==> config.mk <==
export PLATFORM = sky130hd
export DESIGN_NAME = sapq_ctrl
export DESIGN_NICKNAME = d
export VERILOG_FILES = /design/src/design/sapq_pkg.sv /design/src/design/sapq_ctrl.sv
export SDC_FILE = /design/constraint.sdc
export NUM_CORES = 1
export LEC_CHECK = 0
export BUFFER_PORTS_ARGS = -buffer_cell sky130_fd_sc_hd__buf_2
export CORE_AREA = 2 2 39 41
export CTS_CLUSTER_SIZE = 24
export DETAILED_ROUTE_END_ITERATION = 10
export DIE_AREA = 0 0 41 43
export HOLD_SLACK_MARGIN = 0.06
export PLACE_DENSITY = 0.51
export SKIP_CTS_REPAIR_TIMING = 1
export SLEW_MARGIN = 25
export SYNTH_ARGS = -nofsm -noshare
export SYNTH_HDL_FRONTEND = slang
export SYNTH_SLANG_ARGS = --single-unit
==> constraint.sdc <==
create_clock -name clk -period 1.4 [get_ports clk]
set_clock_uncertainty 0.1 [all_clocks]
set_input_delay 0.14 -clock clk [delete_from_list [all_inputs] [get_ports clk]]
set_output_delay 0.14 -clock clk [all_outputs]
set_load 0.05 [all_outputs]
==> src/design/sapq_pkg.sv <==
// Package for the sorted-array priority queue: operation kinds, status codes,
// controller states and the command/status bundles between controller and datapath.
// No dependencies.
`default_nettype none

package sapq_pkg;

  // Operation carried in tuser of the input stream
  localparam logic KIND_INSERT = 1'b0;
  localparam logic KIND_REMOVE = 1'b1;

  // Result status codes
  typedef enum logic [1:0] {
    ST_OK    = 2'd0,
    ST_EMPTY = 2'd1,
    ST_FULL  = 2'd2
  } status_t;

  // Controller states
  typedef enum logic [2:0] {
    S_IDLE,
    S_INS_RD,
    S_INS_STEP,
    S_INS_PUT,
    S_REM_RD,
    S_REM_TAKE,
    S_RESP
  } state_t;

  // Read address select for the store
  typedef enum logic [1:0] {
    RD_HEAD,
    RD_PREV,
    RD_PREV2
  } rd_sel_t;

  // Controller -> datapath commands
  typedef struct packed {
    logic    accept;   // latch the input transaction, set up status
    rd_sel_t rd_sel;   // store read address
    logic    wr_val;   // write the new value at the cursor, count up
    logic    shift;    // move the read entry back one slot, cursor down
    logic    take;     // pop the head entry
  } dp_cmd_t;

  // Datapath -> controller status
  typedef struct packed {
    logic full;
    logic empty;
    logic last;        // cursor sits at one
    logic less;        // new value is below the entry just read
  } dp_stat_t;

endpackage : sapq_pkg

`default_nettype wire

==> src/design/sapq_ctrl.sv <==
// Controller state machine of the priority queue: input/output handshake and
// the insert/remove sequences. Depends on sapq_pkg.
`default_nettype none

module sapq_ctrl
  import sapq_pkg::*;
(
  input  wire logic     clk,
  input  wire logic     rst_n,
  input  wire logic     in_valid,
  input  wire logic     in_kind,
  output logic          in_ready,
  output logic          out_valid,
  input  wire logic     out_ready,
  input  wire dp_stat_t stat,
  output dp_cmd_t       cmd
);

  state_t state_r, state_nxt;

  // next state
  always_comb begin
    state_nxt = state_r;
    case (state_r)
      S_IDLE: begin
        if (in_valid) begin
          if (in_kind == KIND_INSERT) begin
            if (stat.full)       state_nxt = S_RESP;
            else if (stat.empty) state_nxt = S_INS_PUT;
            else                 state_nxt = S_INS_RD;
          end else begin
            if (stat.empty) state_nxt = S_RESP;
            else            state_nxt = S_REM_RD;
          end
        end
      end
      S_INS_RD:   state_nxt = S_INS_STEP;
      S_INS_STEP: begin
        if (stat.less)      state_nxt = S_RESP;
        else if (stat.last) state_nxt = S_INS_PUT;
      end
      S_INS_PUT:  state_nxt = S_RESP;
      S_REM_RD:   state_nxt = S_REM_TAKE;
      S_REM_TAKE: state_nxt = S_RESP;
      S_RESP: begin
        if (out_ready) state_nxt = S_IDLE;
      end
      default:    state_nxt = S_IDLE;
    endcase
  end

  // outputs
  always_comb begin
    in_ready   = 1'b0;
    out_valid  = 1'b0;
    cmd.accept = 1'b0;
    cmd.rd_sel = RD_HEAD;
    cmd.wr_val = 1'b0;
    cmd.shift  = 1'b0;
    cmd.take   = 1'b0;
    case (state_r)
      S_IDLE: begin
        in_ready   = 1'b1;
        cmd.accept = in_valid;
      end
      S_INS_RD: cmd.rd_sel = RD_PREV;
      S_INS_STEP: begin
        // stop below a larger entry, else move this one back and read the next
        cmd.rd_sel = RD_PREV2;
        if (stat.less) cmd.wr_val = 1'b1;
        else           cmd.shift  = 1'b1;
      end
      S_INS_PUT:  cmd.wr_val = 1'b1;
      S_REM_RD:   cmd.rd_sel = RD_HEAD;
      S_REM_TAKE: cmd.take   = 1'b1;
      S_RESP:     out_valid  = 1'b1;
      default: ;
    endcase
  end

  always_ff @(posedge clk) begin
    if (!rst_n) begin
      state_r <= S_IDLE;
    end else begin
      state_r <= state_nxt;
    end
  end

endmodule : sapq_ctrl

`default_nettype wire

==> metrics.txt <==
# TYPE chip_impl_metric gauge
chip_impl_metric{name="detailedRoute.firstPassIterationCount",unit=""} 4
chip_impl_metric{name="place_congestion",unit=""} 0.726
chip_impl_metric{name="multiInputGateArea",unit="sq um"} 244
chip_impl_info{name="worstReg2RegEnd",value="state_r[0]"} 1
chip_impl_metric{name="ios",unit=""} 17
chip_impl_metric{name="synth_seq_area_share",unit="%"} 25.3
chip_impl_metric{name="synth_async_reset_ratio",unit="%"} 0
chip_impl_metric{name="number_of_buffers_created_by_cts",unit=""} 3
chip_impl_metric{name="dpl-instance-area",unit="sq um"} 430
chip_impl_info{name="slowest_stage",value="sky130_fd_sc_hd__dfxtp_4"} 1
chip_impl_metric{name="cts-htree-levels",unit=""} 1
chip_impl_metric{name="global_route_total_overflow",unit=""} 0
chip_impl_info{name="reg_top3",value="state_r: 3 flops"} 1
chip_impl_metric{name="initial_core_util",unit="%"} 17.2
chip_impl_metric{name="leakage",unit="nW"} 0.262
chip_impl_metric{name="synth.distinct_cells",unit=""} 22
chip_impl_metric{name="synth.net_count",unit=""} 41
chip_impl_metric{name="clockBufferDepth",unit=""} 2
chip_impl_metric{name="peak_clock_frequency_supported_by_timing",unit="GHz"} 0.700
chip_impl_metric{name="design.final.nets",unit=""} 70
chip_impl_info{name="hold_path_end",value="state_r[1]"} 1
chip_impl_info{name="cp_top_family",value="flip-flops"} 1
chip_impl_info{name="violations_in_the_final_reports",value="setup timing"} 1
chip_impl_metric{name="clk_slew_on_worst_s_h_paths",unit="ns"} 0.04
chip_impl_metric{name="yosys_register_bits",unit=""} 3
chip_impl_metric{name="max_reg_flops",unit=""} 3
chip_impl_metric{name="period_share",unit="%"} 102
chip_impl_metric{name="hold_violations",unit=""} 0
chip_impl_metric{name="total_standard_cell_area_after_synthesis",unit="sq um"} 238
chip_impl_metric{name="finalCriticalPeriod",unit="ns"} 1.43
chip_impl_metric{name="grt_pass1_wl",unit="mm"} 1.24
chip_impl_metric{name="tns",unit="ns"} -0.0572
chip_impl_info{name="critPathKind",value="register to output port"} 1
chip_impl_info{name="holdCritPathClass",value="primary input to register"} 1
chip_impl_info{name="root_buffer",value="sky130_fd_sc_hd__clkbuf_4"} 1
chip_impl_metric{name="remaining_drc_errors",unit=""} 0
chip_impl_metric{name="synth_instances",unit=""} 32
chip_impl_metric{name="final_antenna_violating_net_count",unit=""} 0
chip_impl_metric{name="postLayoutCellArea",unit="sq um"} 601
chip_impl_metric{name="clk-insertion-delay-late",unit="ns"} 0.23
chip_impl_metric{name="drive_gt1_share",unit="%"} 68.3
chip_impl_metric{name="dpl.cell_count",unit=""} 66
chip_impl_metric{name="cp.required",unit="ns"} 1.16
chip_impl_metric{name="worst_pin_slew",unit="ns"} 0.452
chip_impl_metric{name="grt_pass1_vias",unit=""} 299
chip_impl_metric{name="area_growth_syn_to_layout",unit="%"} 153
chip_impl_metric{name="placeableCoreArea",unit="sq um"} 1380
chip_impl_metric{name="number_of_cells_on_the_worst_reg_to_reg_path",unit=""} 5
chip_impl_metric{name="grt_use_total",unit="%"} 10.9
chip_impl_info{name="reg2reg_from",value="state_r[2]"} 1
chip_impl_metric{name="cp_max_fo",unit=""} 4
chip_impl_metric{name="largest_net_degree_at_the_start_of_global_routing",unit=""} 15
chip_impl_metric{name="routed_wirelength",unit="microns"} 923
chip_impl_metric{name="fillerInstances",unit=""} 145
chip_impl_metric{name="worstPathBufferInverterCount",unit=""} 2
chip_impl_metric{name="postSynthAreaPerCell",unit="sq um"} 7.43
chip_impl_metric{name="numPortBuffers",unit=""} 16
chip_impl_metric{name="die-area",unit="sq um"} 1760
chip_impl_info{name="registers.top_by_ff_count",value="state_r"} 1
chip_impl_info{name="cts_tree",value="built"} 1
chip_impl_metric{name="critical-path-max-stage-delay",unit="ns"} 0.35
chip_impl_info{name="critPathCaptureType",value="output port"} 1
chip_impl_metric{name="synth_enable_flop_cells",unit=""} 0
chip_impl_metric{name="maxCapViolCount",unit=""} 0
chip_impl_metric{name="total_count_of_max_transition_violations_in_the_final_report",unit=""} 0
chip_impl_metric{name="max-slew-margin-rel",unit="%"} 69.5
chip_impl_metric{name="post_route_insts_no_fill",unit=""} 76
chip_impl_metric{name="worstPathArrival",unit="ns"} 1.19
chip_impl_metric{name="finished_core_util",unit="%"} 43.4
chip_impl_metric{name="detailed_place_hpwl",unit="microns"} 609
chip_impl_info{name="rsz0062_at_grt",value="true"} 1
chip_impl_info{name="timing.critical_path.from_type",value="register"} 1
chip_impl_metric{name="avgRoutedWirePerCell",unit="microns"} 12.1
chip_impl_info{name="outcome",value="finished with violations"} 1
chip_impl_metric{name="clock_sinks",unit=""} 3
chip_impl_metric{name="holdPathStages",unit=""} 3
chip_impl_info{name="min_from",value="in_valid"} 1
chip_impl_info{name="timing.critical_path.cells",value="buf_6, nor3_4, and2_4, buf_8"} 1
chip_impl_metric{name="final_setup_violation_count",unit=""} 3
chip_impl_metric{name="viasPerCell",unit=""} 4.83
chip_impl_metric{name="yosys_warnings",unit=""} 0
chip_impl_metric{name="reg2reg_slack",unit="ns"} 0.04
chip_impl_metric{name="power_density",unit="nW/um^2"} 1350
chip_impl_metric{name="vias",unit=""} 367
chip_impl_metric{name="final-seq-area",unit="sq um"} 68.8
chip_impl_metric{name="die_height",unit="microns"} 43
chip_impl_metric{name="drt_iter0_drc",unit=""} 3
chip_impl_metric{name="setup_slack",unit="ns"} -0.0285
chip_impl_info{name="ys.flop_type",value="sky130_fd_sc_hd__dfxtp_1"} 1
chip_impl_metric{name="antenna_found_initial",unit=""} 0
chip_impl_metric{name="antenna_cells",unit=""} 0
chip_impl_metric{name="placement_rows",unit=""} 14
chip_impl_metric{name="die-width",unit="microns"} 41
chip_impl_metric{name="vdd.ir_drop.worst",unit="uV"} 533
per-layer routing:
layer	up-vias	share of wire (%)	track usage, %
met5	-	0	0
met4	0	0	8.00
met3	0	4.6	5.24
met2	13	51	14.4
met1	172	44	13.1
li1	182	-	-
cells in the mapped netlist (all sizes together) (2+ instances only):
master	instances	share of area, %
nand2b	2	5.3
nor2	4	6.3
nor3b	3	9.5
dfxtp	3	25
nor3	3	6.3
kinds of logic after synthesis:
| logic type | after synthesis | share of synthesized area [%] |
|---|---|---|
| AND/OR/NAND/NOR | 18 | 43.2 |
| AO/OA/AOI/OAI | 8 | 26.3 |
| flip-flops | 3 | 25.3 |
| buffers and inverters | 3 | 5.26 |
report_power, final:
part | internal, W | total (W) | switching [W]
logic | 0.000236 | 0.000526 | 0.000291
registers | 0.000109 | 0.000133 | 0.0000244
clock network | 0.000107 | 0.000153 | 0.0000457
placed cells by master, fill, tap and decap left out, types with 2 or more instances in the layout:
master                     netlist  final
sky130_fd_sc_hd__dfxtp_4         0      2
sky130_fd_sc_hd__nor2_4          0      2
sky130_fd_sc_hd__buf_8           0      2
sky130_fd_sc_hd__buf_6           0      4
sky130_fd_sc_hd__nor2_1          4      2
sky130_fd_sc_hd__nor3b_1         3      2
sky130_fd_sc_hd__clkbuf_4        0      3
sky130_fd_sc_hd__buf_4           0      8
sky130_fd_sc_hd__nor3_4          0      2
sky130_fd_sc_hd__buf_2           1      9
cell type report:
class	count	area share (%)
Multi-Input combinational cell	26	40.6
Inverter	1	1.04
Timing Repair Buffer	26	39.2
Clock buffer	4	4.38
Tap cell	16	3.33
Sequential cell	3	11.5
tightest hold or removal path, delay by kind of cell:
kind	cells	cell delay, ns
buffers and inverters	1	0.10
AOI/OAI and AO/OA	2	0.22
worst max path at each step:
| stage | startpoint | to | slack, ns | depth (start not counted) |
|---|---|---|---|---|
| finish | state_r[1] | cmd[5] | -0.03 | 4 |
| detailed placement | state_r[2] | state_r[0] | 0.05 | 3 |
| global route | state_r[1] | cmd[5] | -0.1 | 4 |
| CTS | state_r[0] | cmd[5] | -0.15 | 4 |
| floorplan | state_r[0] | cmd[5] | -0.16 | 3 |
| global placement | state_r[2] | state_r[0] | 0.08 | 3 |
per-stage QoR:
step | setup WS, ns | power (W) | hold slack [ns]
2_1_floorplan | -0.161 | 0.000429 | 0.171
3_3_place_gp | 0.0822 | 0.000519 | 0.309
3_5_place_dp | 0.0505 | 0.000522 | 0.304
4_1_cts | -0.149 | 0.000681 | 0.0527
5_1_grt | -0.0962 | 0.000870 | 0.174
6_report | -0.0285 | 0.000812 | 0.166
No activity file was read; power rests on OpenSTA's default activity.
